**config.mk**
```make
export PLATFORM = sky130hd
export DESIGN_NAME = period_sum_voltage_readout_core
export DESIGN_NICKNAME = d
export VERILOG_FILES = /design/src/hdl/psv_pkg.sv /design/src/hdl/psv_gather.sv /design/src/hdl/psv_div.sv /design/src/hdl/period_sum_voltage_readout_core.sv
export SDC_FILE = /design/constraint.sdc
export NUM_CORES = 2
export LEC_CHECK = 0
export BUFFER_PORTS_ARGS = -buffer_cell sky130_fd_sc_hd__buf_2
export CAP_MARGIN = 40
export CORE_ASPECT_RATIO = 0.9
export CORE_UTILIZATION = 49
export CTS_CLUSTER_SIZE = 25
export DETAILED_ROUTE_END_ITERATION = 8
export HOLD_SLACK_MARGIN = 0.12
export PLACE_DENSITY = 0.7
export SLEW_MARGIN = 20
export SYNTH_ARGS = -nofsm -noshare
export SYNTH_HDL_FRONTEND = slang
export SYNTH_SLANG_ARGS = --single-unit
```
**constraint.sdc**
```tcl
create_clock -name clk -period 11.1 [get_ports clk]
set_input_delay 0.555 -clock clk [delete_from_list [all_inputs] [get_ports clk]]
set_output_delay 0.555 -clock clk [all_outputs]
set_load 0.1 [all_outputs]
```
**src/hdl/psv_pkg.sv**
```systemverilog
// Shared types, constants and helper functions for the period-sum voltage readout.
// Used by psv_gather, psv_div and period_sum_voltage_readout_core; depends on nothing.
`default_nettype none

package psv_pkg;

  // Width of the saturating period sum.
  localparam int SUM_W = 32;
  // Accumulator width: one guard bit above the wider of the sum and the tick field.
  localparam int ACC_W = ((SUM_W > 32) ? SUM_W : 32) + 1;
  // Divisor width of the shared divider: it must take the period sum and 31-bit registers.
  localparam int DVS_W = (SUM_W > 32) ? SUM_W : 32;
  // The dividend and quotient are always 32 bits, one quotient bit per step.
  localparam int QUO_W = 32;
  localparam int DIV_STEPS = QUO_W;
  localparam int STEP_W = $clog2(DIV_STEPS);

  localparam int LIMIT_W = 16;
  localparam int CAL_W = 31;
  localparam int DATA_W = 32;
  localparam int IDX_W = 3;

  localparam logic [LIMIT_W-1:0] EDGE_LIMIT_RST = 16'd1000;
  localparam logic [CAL_W-1:0] CAL_NUMERATOR_RST = 31'd43756800;
  localparam logic [CAL_W-1:0] CAL_OFFSET_RST = 31'd10000000;
  localparam logic [CAL_W-1:0] CAL_SLOPE_RST = 31'd19600;
  localparam logic [CAL_W-1:0] CAL_DIVISOR_RST = 31'd60348;

  localparam logic [DATA_W-1:0] SCALE_MILLI = 32'd1000;
  localparam logic [DATA_W-1:0] SCALE_TEN = 32'd10;

  typedef enum logic [IDX_W-1:0] {
    REG_EDGE_LIMIT    = 3'd0,
    REG_CAL_NUMERATOR = 3'd1,
    REG_CAL_OFFSET    = 3'd2,
    REG_CAL_SLOPE     = 3'd3,
    REG_CAL_DIVISOR   = 3'd4
  } reg_idx_t;

  typedef enum logic {
    CMD_EDGE    = 1'b0,
    CMD_CONVERT = 1'b1
  } cmd_t;

  typedef enum logic [3:0] {
    ST_IDLE,
    ST_DIV_A,
    ST_MUL_A,
    ST_DIV_B_GO,
    ST_DIV_B,
    ST_MUL_B,
    ST_DIV_C_GO,
    ST_DIV_C,
    ST_MUL_C,
    ST_OUT
  } state_t;

  typedef struct packed {
    logic             start;
    logic [QUO_W-1:0] dividend;
    logic [DVS_W-1:0] divisor;
  } div_req_t;

  typedef struct packed {
    logic             done;
    logic [QUO_W-1:0] quotient;
  } div_rsp_t;

  // Magnitude of a two's complement word; the most negative value maps onto itself.
  function automatic logic [DATA_W-1:0] magnitude(input logic [DATA_W-1:0] x);
    magnitude = x[DATA_W-1] ? (~x + DATA_W'(1)) : x;
  endfunction

  function automatic logic [DATA_W-1:0] apply_sign(input logic [DATA_W-1:0] x,
                                                   input logic neg);
    apply_sign = neg ? (~x + DATA_W'(1)) : x;
  endfunction

endpackage

`default_nettype wire

```
**src/hdl/psv_gather.sv**
```systemverilog
// Period gathering: saturating period sum, wrapping edge count and gathering flag.
// Depends on psv_pkg.
`default_nettype none

module psv_gather (
  input  wire logic                         clk,
  input  wire logic                         rst_n,
  input  wire logic                         edge_en,
  input  wire logic                         clear,
  input  wire logic [31:0]                  ticks,
  input  wire logic [psv_pkg::LIMIT_W-1:0]  edge_limit,
  output logic      [psv_pkg::SUM_W-1:0]    period_sum
);

  logic [psv_pkg::SUM_W-1:0]   sum_r, sum_nxt;
  logic [psv_pkg::LIMIT_W-1:0] count_r, count_nxt;
  logic                        gathering_r, gathering_nxt;
  logic [psv_pkg::ACC_W-1:0]   acc;
  logic [psv_pkg::LIMIT_W-1:0] count_inc;

  assign acc = psv_pkg::ACC_W'(sum_r) + psv_pkg::ACC_W'(ticks);
  assign count_inc = count_r + psv_pkg::LIMIT_W'(1);

  always_comb begin
    sum_nxt = sum_r;
    count_nxt = count_r;
    gathering_nxt = gathering_r;
    if (clear) begin
      sum_nxt = '0;
      gathering_nxt = 1'b1;
    end else if (edge_en && gathering_r) begin
      // Anything above the sum width saturates to all ones.
      if (acc[psv_pkg::ACC_W-1:psv_pkg::SUM_W] != '0) begin
        sum_nxt = '1;
      end else begin
        sum_nxt = acc[psv_pkg::SUM_W-1:0];
      end
      if (count_inc == edge_limit) begin
        count_nxt = '0;
        gathering_nxt = 1'b0;
      end else begin
        count_nxt = count_inc;
      end
    end
  end

  always_ff @(posedge clk) begin
    if (!rst_n) begin
      sum_r <= '0;
      count_r <= '0;
      gathering_r <= 1'b1;
    end else begin
      sum_r <= sum_nxt;
      count_r <= count_nxt;
      gathering_r <= gathering_nxt;
    end
  end

  assign period_sum = sum_r;

endmodule

`default_nettype wire

```
**src/hdl/psv_div.sv**
```systemverilog
// Shared radix-2 restoring divider, one quotient bit per cycle, unsigned operands.
// Depends on psv_pkg for widths and the request/response structs.
`default_nettype none

module psv_div (
  input  wire logic              clk,
  input  wire logic              rst_n,
  input  wire psv_pkg::div_req_t req,
  output psv_pkg::div_rsp_t      rsp
);

  logic                         busy_r;
  logic                         done_r;
  logic [psv_pkg::STEP_W-1:0]   step_r;
  logic [psv_pkg::DVS_W-1:0]    rem_r;
  logic [psv_pkg::QUO_W-1:0]    quo_r;
  logic [psv_pkg::DVS_W-1:0]    dvs_r;
  logic [psv_pkg::DVS_W:0]      rem_sh;
  logic [psv_pkg::DVS_W+1:0]    trial;
  logic                         fits;
  logic                         last_step;

  // The partial remainder stays below the divisor, so one extra bit holds the shift.
  assign rem_sh = {rem_r, quo_r[psv_pkg::QUO_W-1]};
  assign trial = {1'b0, rem_sh} - {2'b00, dvs_r};
  assign fits = ~trial[psv_pkg::DVS_W+1];
  assign last_step = (step_r == psv_pkg::STEP_W'(psv_pkg::DIV_STEPS - 1));

  always_ff @(posedge clk) begin
    if (!rst_n) begin
      busy_r <= 1'b0;
      done_r <= 1'b0;
      step_r <= '0;
    end else begin
      done_r <= busy_r && last_step;
      if (req.start) begin
        busy_r <= 1'b1;
        step_r <= '0;
      end else if (busy_r) begin
        step_r <= step_r + psv_pkg::STEP_W'(1);
        if (last_step) begin
          busy_r <= 1'b0;
        end
      end
    end
  end

  always_ff @(posedge clk) begin
    if (req.start) begin
      rem_r <= '0;
      quo_r <= req.dividend;
      dvs_r <= req.divisor;
    end else if (busy_r) begin
      rem_r <= fits ? trial[psv_pkg::DVS_W-1:0] : rem_sh[psv_pkg::DVS_W-1:0];
      quo_r <= {quo_r[psv_pkg::QUO_W-2:0], fits};
    end
  end

  assign rsp.done = done_r;
  assign rsp.quotient = quo_r;

  a_no_start_busy: assert property (@(posedge clk) disable iff (!rst_n)
    req.start |-> !busy_r)
    else $error("divider started while a division is running");

  a_done_pulse: assert property (@(posedge clk) disable iff (!rst_n)
    done_r |=> !done_r)
    else $error("divider done held longer than one cycle");

  a_done_idle: assert property (@(posedge clk) disable iff (!rst_n)
    done_r |-> !busy_r)
    else $error("divider done while still busy");

endmodule

`default_nettype wire

```
**src/hdl/period_sum_voltage_readout_core.sv**
```systemverilog
// Top level of the period-sum voltage readout: stream ports, calibration registers,
// conversion sequencer with a shared multiplier. Uses psv_pkg, psv_gather and psv_div.
`default_nettype none

// An edge transfer (in_tuser = 0) is taken while the core is idle and adds its tick
// count to the period sum while gathering is on; it gives no result. A convert transfer
// (in_tuser = 1) runs three 32-step divisions one after another on the single radix-2
// divider, each followed by a multiply state, and the input side is not ready until the
// result has been loaded into the output register. A conversion with a zero period sum
// returns at once with the error flag.
// cfg_ready is always high; write the calibration registers only while no conversion is
// running and no result is pending.
module period_sum_voltage_readout_core (
  input  wire logic                        clk,
  input  wire logic                        rst_n,
  input  wire logic                        in_tvalid,
  output logic                             in_tready,
  input  wire logic [31:0]                 in_tdata,   // [31:0] elapsed_ticks
  input  wire logic                        in_tuser,   // [0] command
  output logic                             out_tvalid,
  input  wire logic                        out_tready,
  output logic      [31:0]                 out_tdata,  // [31:0] voltage_mv, signed
  output logic                             out_tuser,  // [0] div_error
  input  wire logic                        cfg_valid,
  output logic                             cfg_ready,
  input  wire logic [psv_pkg::IDX_W-1:0]   cfg_index,
  input  wire logic [psv_pkg::DATA_W-1:0]  cfg_data
);

  logic [psv_pkg::LIMIT_W-1:0] edge_limit_r;
  logic [psv_pkg::CAL_W-1:0]   cal_numerator_r;
  logic [psv_pkg::CAL_W-1:0]   cal_offset_r;
  logic [psv_pkg::CAL_W-1:0]   cal_slope_r;
  logic [psv_pkg::CAL_W-1:0]   cal_divisor_r;

  psv_pkg::state_t             state_r, state_nxt;
  logic [psv_pkg::DATA_W-1:0]  op_r;
  logic [psv_pkg::DATA_W-1:0]  prod_r;
  logic                        neg_r;
  logic                        err_r;
  logic                        out_valid_r;
  logic [psv_pkg::DATA_W-1:0]  out_data_r;
  logic                        out_err_r;

  logic                        in_xfer;
  logic                        edge_en;
  logic                        conv_en;
  logic [psv_pkg::SUM_W-1:0]   period_sum;
  psv_pkg::div_req_t           div_req;
  psv_pkg::div_rsp_t           div_rsp;
  logic [psv_pkg::DATA_W-1:0]  diff;
  logic [psv_pkg::DATA_W-1:0]  signed_quo;
  logic [psv_pkg::DATA_W-1:0]  mul_x, mul_y, mul_p;
  logic                        mul_en;
  logic                        out_free;
  logic                        out_load;
  logic                        bad_a;

  assign cfg_ready = 1'b1;
  assign in_xfer = in_tvalid && in_tready;
  assign edge_en = in_xfer && (psv_pkg::cmd_t'(in_tuser) == psv_pkg::CMD_EDGE);
  assign conv_en = in_xfer && (psv_pkg::cmd_t'(in_tuser) == psv_pkg::CMD_CONVERT);
  assign out_free = !out_valid_r || out_tready;
  assign diff = {1'b0, cal_offset_r} - prod_r;
  assign signed_quo = psv_pkg::apply_sign(div_rsp.quotient, neg_r);
  assign bad_a = (div_rsp.quotient == '0) || (cal_divisor_r == '0);
  assign mul_p = mul_x * mul_y;

  always_ff @(posedge clk) begin
    if (!rst_n) begin
      edge_limit_r <= psv_pkg::EDGE_LIMIT_RST;
      cal_numerator_r <= psv_pkg::CAL_NUMERATOR_RST;
      cal_offset_r <= psv_pkg::CAL_OFFSET_RST;
      cal_slope_r <= psv_pkg::CAL_SLOPE_RST;
      cal_divisor_r <= psv_pkg::CAL_DIVISOR_RST;
    end else if (cfg_valid && cfg_ready) begin
      case (psv_pkg::reg_idx_t'(cfg_index))
        psv_pkg::REG_EDGE_LIMIT:    edge_limit_r <= cfg_data[psv_pkg::LIMIT_W-1:0];
        psv_pkg::REG_CAL_NUMERATOR: cal_numerator_r <= cfg_data[psv_pkg::CAL_W-1:0];
        psv_pkg::REG_CAL_OFFSET:    cal_offset_r <= cfg_data[psv_pkg::CAL_W-1:0];
        psv_pkg::REG_CAL_SLOPE:     cal_slope_r <= cfg_data[psv_pkg::CAL_W-1:0];
        psv_pkg::REG_CAL_DIVISOR:   cal_divisor_r <= cfg_data[psv_pkg::CAL_W-1:0];
        default: ;
      endcase
    end
  end

  // A conversion clears the sum as it is accepted; the divider has latched it by then.
  psv_gather u_gather (
    .clk        (clk),
    .rst_n      (rst_n),
    .edge_en    (edge_en),
    .clear      (conv_en),
    .ticks      (in_tdata),
    .edge_limit (edge_limit_r),
    .period_sum (period_sum)
  );

  psv_div u_div (
    .clk   (clk),
    .rst_n (rst_n),
    .req   (div_req),
    .rsp   (div_rsp)
  );

  always_comb begin
    state_nxt = state_r;
    case (state_r)
      psv_pkg::ST_IDLE: begin
        if (conv_en) begin
          state_nxt = (period_sum == '0) ? psv_pkg::ST_OUT : psv_pkg::ST_DIV_A;
        end
      end
      psv_pkg::ST_DIV_A: begin
        if (div_rsp.done) begin
          state_nxt = bad_a ? psv_pkg::ST_OUT : psv_pkg::ST_MUL_A;
        end
      end
      psv_pkg::ST_MUL_A:    state_nxt = psv_pkg::ST_DIV_B_GO;
      psv_pkg::ST_DIV_B_GO: state_nxt = psv_pkg::ST_DIV_B;
      psv_pkg::ST_DIV_B: begin
        if (div_rsp.done) begin
          state_nxt = psv_pkg::ST_MUL_B;
        end
      end
      psv_pkg::ST_MUL_B:    state_nxt = psv_pkg::ST_DIV_C_GO;
      psv_pkg::ST_DIV_C_GO: state_nxt = psv_pkg::ST_DIV_C;
      psv_pkg::ST_DIV_C: begin
        if (div_rsp.done) begin
          state_nxt = psv_pkg::ST_MUL_C;
        end
      end
      psv_pkg::ST_MUL_C:    state_nxt = psv_pkg::ST_OUT;
      psv_pkg::ST_OUT: begin
        if (out_free) begin
          state_nxt = psv_pkg::ST_IDLE;
        end
      end
      default: state_nxt = psv_pkg::ST_IDLE;
    endcase
  end

  always_comb begin
    in_tready = 1'b0;
    div_req.start = 1'b0;
    div_req.dividend = '0;
    div_req.divisor = '0;
    mul_x = op_r;
    mul_y = '0;
    mul_en = 1'b0;
    out_load = 1'b0;
    case (state_r)
      psv_pkg::ST_IDLE: begin
        in_tready = 1'b1;
        // The input is always ready here, so a valid convert request is a transfer.
        div_req.start = in_tvalid &&
                        (psv_pkg::cmd_t'(in_tuser) == psv_pkg::CMD_CONVERT) &&
                        (period_sum != '0);
        div_req.dividend = {1'b0, cal_numerator_r};
        div_req.divisor = psv_pkg::DVS_W'(period_sum);
      end
      psv_pkg::ST_MUL_A: begin
        mul_y = {1'b0, cal_slope_r};
        mul_en = 1'b1;
      end
      psv_pkg::ST_DIV_B_GO: begin
        div_req.start = 1'b1;
        div_req.dividend = psv_pkg::magnitude(diff);
        div_req.divisor = psv_pkg::DVS_W'(op_r);
      end
      psv_pkg::ST_MUL_B: begin
        mul_y = psv_pkg::SCALE_MILLI;
        mul_en = 1'b1;
      end
      psv_pkg::ST_DIV_C_GO: begin
        div_req.start = 1'b1;
        div_req.dividend = psv_pkg::magnitude(prod_r);
        div_req.divisor = psv_pkg::DVS_W'(cal_divisor_r);
      end
      psv_pkg::ST_MUL_C: begin
        mul_y = psv_pkg::SCALE_TEN;
        mul_en = 1'b1;
      end
      psv_pkg::ST_OUT: begin
        out_load = out_free;
      end
      default: ;
    endcase
  end

  always_ff @(posedge clk) begin
    if (!rst_n) begin
      state_r <= psv_pkg::ST_IDLE;
      err_r <= 1'b0;
      out_valid_r <= 1'b0;
    end else begin
      state_r <= state_nxt;
      if (conv_en) begin
        err_r <= (period_sum == '0);
      end else if ((state_r == psv_pkg::ST_DIV_A) && div_rsp.done) begin
        err_r <= bad_a;
      end
      if (out_load) begin
        out_valid_r <= 1'b1;
      end else if (out_tready) begin
        out_valid_r <= 1'b0;
      end
    end
  end

  // Datapath registers: operand, product, sign of the running division, result.
  always_ff @(posedge clk) begin
    if (mul_en) begin
      prod_r <= mul_p;
    end
    if (div_rsp.done) begin
      op_r <= (state_r == psv_pkg::ST_DIV_A) ? div_rsp.quotient : signed_quo;
    end
    if (state_r == psv_pkg::ST_DIV_B_GO) begin
      neg_r <= diff[psv_pkg::DATA_W-1];
    end else if (state_r == psv_pkg::ST_DIV_C_GO) begin
      neg_r <= prod_r[psv_pkg::DATA_W-1];
    end
    if (out_load) begin
      out_data_r <= err_r ? '0 : prod_r;
      out_err_r <= err_r;
    end
  end

  assign out_tvalid = out_valid_r;
  assign out_tdata = out_data_r;
  assign out_tuser = out_err_r;

  a_err_zero: assert property (@(posedge clk) disable iff (!rst_n)
    (out_tvalid && out_tuser) |-> (out_tdata == '0))
    else $error("error result carries a nonzero voltage");

  a_second_div_nonzero: assert property (@(posedge clk) disable iff (!rst_n)
    (state_r == psv_pkg::ST_DIV_B_GO) |-> (op_r != '0))
    else $error("second division started with a zero divisor");

  a_ready_only_idle: assert property (@(posedge clk) disable iff (!rst_n)
    conv_en |=> !in_tready)
    else $error("input taken while a conversion is running");

endmodule

`default_nettype wire

```
==> impl_metrics.toml <==
[status]
status = "complete, no violations"

[logic_synthesis]
synth_area_leaders = "fa_1, edfxtp_1, dfxtp_1"
yosysTopAreaCellShare_pct = 21.2
ys_async_sr_fraction_pct = 0
synth.most_common_cell = "nand2_1"
netlist_area_um2 = 38900
postSynthAreaPerCell_um2 = 8.85
synth_edf_count = 162
synth_ff_type = "dfxtp_1"
syn_nets = 5095
yosysTopAreaCell = "fa_1"
synth_cells = 4389
synth-seq-area-share_pct = 24.6
synth.distinct_cells = 114
ys_warn_count = 0
synth_commonest_cells = "nand2_1, inv_1, fa_1"
synth_seq_cells = 396

[clock_tree]
numCtsBuffers = 41
clock-sinks = 396
htree_levels = 2
cts_root_buf = "clkbuf_16"
ctsHoldBuffers = 0
cts_resized = 0
clk_pin_slew_ns = 0.07
clock_latency_ns = 0.59
clockBufferDepth = 3
cts_tree = "built"
cts_setup_buffers = 0

[setup_path]
path_class = "flip-flop to flip-flop"
worstPathArrival_ns = 9.44
rr_worst_depth = 26
crit_top_cell = "ha_1"
cp-end-kind = "flip-flop"
crit_family = "adder cells"
crit_slowest_cell = "dfxtp_1"
critical_path_buf_inv_count = 3
critPathMaxFanout = 19
critPathMaxStageDelay_ns = 0.77
worst-endpoint-required_ns = 11.43
cp-start-kind = "flip-flop"
worstSetupPathDepth = 26

[sta]
finalSetupTns_ns = 0
whs_ns = 0.313
setup_viol = 0
maxSlewHeadroom_pct = 34.8
fmax_mhz = 110
finalHoldViolCount = 0
fin_crit_ns = 9.10
slew_viol_final = 0
skew_ns = 0.0160
layout_setup_ws_ns = 2.00
finalCritPeriodShare_pct = 82.0
rsz0062_at_grt = "false"
tightest_slew_ns = 0.978

[power]
sw_frac_of_total_pct = 41.1
seqPwrFrac_pct = 31.9
total_power_uw = 6370
p_comb_share_pct = 45.3
static-leakage-power_uw = 0.0187
p_int_uw = 3760
clockPowerShare_pct = 22.8
switchingPower_uw = 2620
ir_drop_mv = 0.126
pwr_density_cell_nw_per_um2 = 153

[floorplan]
rows = 97
die_h_um = 269
ios = 109
die_area_um2 = 80400
die_x_um = 299
core-area_um2 = 78200
initial_core_util_pct = 49.7

[hold_path]
hold_class = "input port to flip-flop"
worstHoldPathCells = 3

[final_layout]
drive_gt1_share_pct = 7.47
area_growth_pct = 7.41
antennaDiodeCount = 0
fin_area_um2 = 41700
fin_nets = 5052
multi_input_area_um2 = 26700
seqCellArea_um2 = 9550
fill_cells = 7120

[drt]
wl_met1_mm = 49.9
routedWlPerCell_um = 21.5
wl_met3_mm = 12.1
firstDrtPassIters = 5
via_count = 32200
postRouteAntennaNets = 0
wl_mm = 116
dr_wl_met2_mm = 50.3
avgViaCountPerCell = 5.94
drtIter0Drc = 3240
top_layer_used = "met4"
drc = 0

[placed_design]
port_buffers = 106
place_ws_ns = 2.16
gp_congestion = 0.933
place_area_um2 = 40300
hpwlAfterDp_mm = 87.1

[grt]
grt_pass1_wl_mm = 181
globalRouteOverflowTotal = 0
grt_usage_pct = 28.9
antenna_found_initial = 2
grt_pass1_vias = 31000
grt_max_degree = 195

[flow_run]
maxCapViolCount = 0
## final timing paths
kind	startpoint	end	slack, ns
worst max-delay path	state_r[0]	prod_r[31]	2.00
worst min-delay path	cfg_data[0]	cal_divisor_r[0]	0.31
worst max register to register	state_r[0]	prod_r[31]	2.00
worst min register to register	u_gather.gathering_r	u_gather.gathering_r	0.46
## through the flow
stage / utilization (%) / cells
CTS: 53.4 / 5416
global placement: 51.4 / 5327
global route: 53.4 / 5418
detailed placement: 51.6 / 5340
finish: 53.4 / 5418
floorplan: - / 4389
## per-layer routing
layer	vias up	GRT usage [%]
met5	-	0
met4	0	8.98
met3	231	5.95
met2	1567	43.3
met1	15800	41.7
li1	14600	-
## layout by cell type (no fill, tap or decap), types with 13 or more instances in the layout
master and n:
o22ai_1 27, nor2b_1 22, buf_4 52, o21ai_0 152, a31oi_1 27, nand3_1 91
buf_2 106, a211oi_1 13, inv_1 440, o21bai_1 16, and2_1 119, nor4_1 28
fa_1 412, o21a_1 28, a21oi_1 170, edfxtp_1 162, mux2i_1 33, nand4_1 25
a21o_1 31, nor2_1 172, a22oi_1 33, a221oi_1 31, xnor2_1 199, a21boi_0 119
xor2_1 59, clkbuf_16 42, dfxtp_1 233, nor3_1 36, ha_1 221, nand2b_1 30
o31ai_1 24, or3_1 20, and3_1 208, nand2_1 738
## worst reg2reg max path, cell delays in order, from the launching register on
cell       delay (ns)
dfxtp_1          0.77
nand2b_1         0.18
or2_2            0.42
a21oi_2          0.72
buf_4            0.34
and2_1           0.16
fa_1             0.42
ha_1             0.31
ha_1             0.30
fa_1             0.46
ha_1             0.29
ha_1             0.27
inv_1            0.04
fa_1             0.50
inv_1            0.06
fa_1             0.45
ha_1             0.35
and3_1           0.19
a2111oi_1        0.70
o21ai_0          0.36
o31ai_1          0.41
a41oi_1          0.32
nand4_1          0.21
a31oi_1          0.16
a21o_1           0.21
a21oi_1          0.18
xnor2_1          0.08
## registers in the layout, summed over array words and instances (netlist names)
| signal | count |
|---|---|
| out_tuser | 1 |
| mul_x | 32 |
| neg_r | 1 |
| u_div.quo_r | 32 |
| u_div.busy_r | 1 |
| u_gather.period_sum | 32 |
| prod_r | 32 |
| out_tvalid | 1 |
| u_gather.gathering_r | 1 |
| u_gather.count_r | 16 |
| err_r | 1 |
| cal_offset_r | 31 |
| u_div.rem_r | 32 |
| state_r | 4 |
| out_tdata | 32 |
| u_div.step_r | 5 |
| cal_slope_r | 31 |
| edge_limit_r | 16 |
| cal_divisor_r | 31 |
| u_div.dvs_r | 32 |
| cal_numerator_r | 31 |
| u_div.done_r | 1 |
## kinds of logic (layout without fill, tap and decap cells)
kind of cell / count (synthesis) / in the layout / share of synthesized area, %
adder cells (fa/ha/maj): 633 / 633 / 28.3
XOR/XNOR: 258 / 258 / 5.82
other: 1 / 1 / 0.00965
AO/OA/AOI/OAI: 790 / 790 / 13.7
flip-flops: 396 / 396 / 24.6
buffers and inverters: 700 / 690 / 6.90
AND/OR/NAND/NOR: 1572 / 1572 / 19.6
multiplexers: 39 / 39 / 1.03
## layout make-up
| type | count | share of cell area (%) |
|---|---|---|
| Sequential cell | 396 | 22.9 |
| Clock inverter | 20 | 0.519 |
| Inverter | 441 | 3.97 |
| Clock buffer | 56 | 2.74 |
| Tap cell | 1039 | 3.11 |
| Multi-Input combinational cell | 3293 | 64.0 |
| Timing Repair Buffer | 173 | 2.81 |
## power by group through the flow
stage,registers [µW],clock network (µW),logic (µW)
after floorplan,1960,0,2150
after global placement,2050,0,2740
after detailed placement,2050,0,2820
after CTS,2020,1460,2850
after global routing,2050,1520,3200
final,2030,1450,2890
No activity file was read; power rests on OpenSTA's default activity.
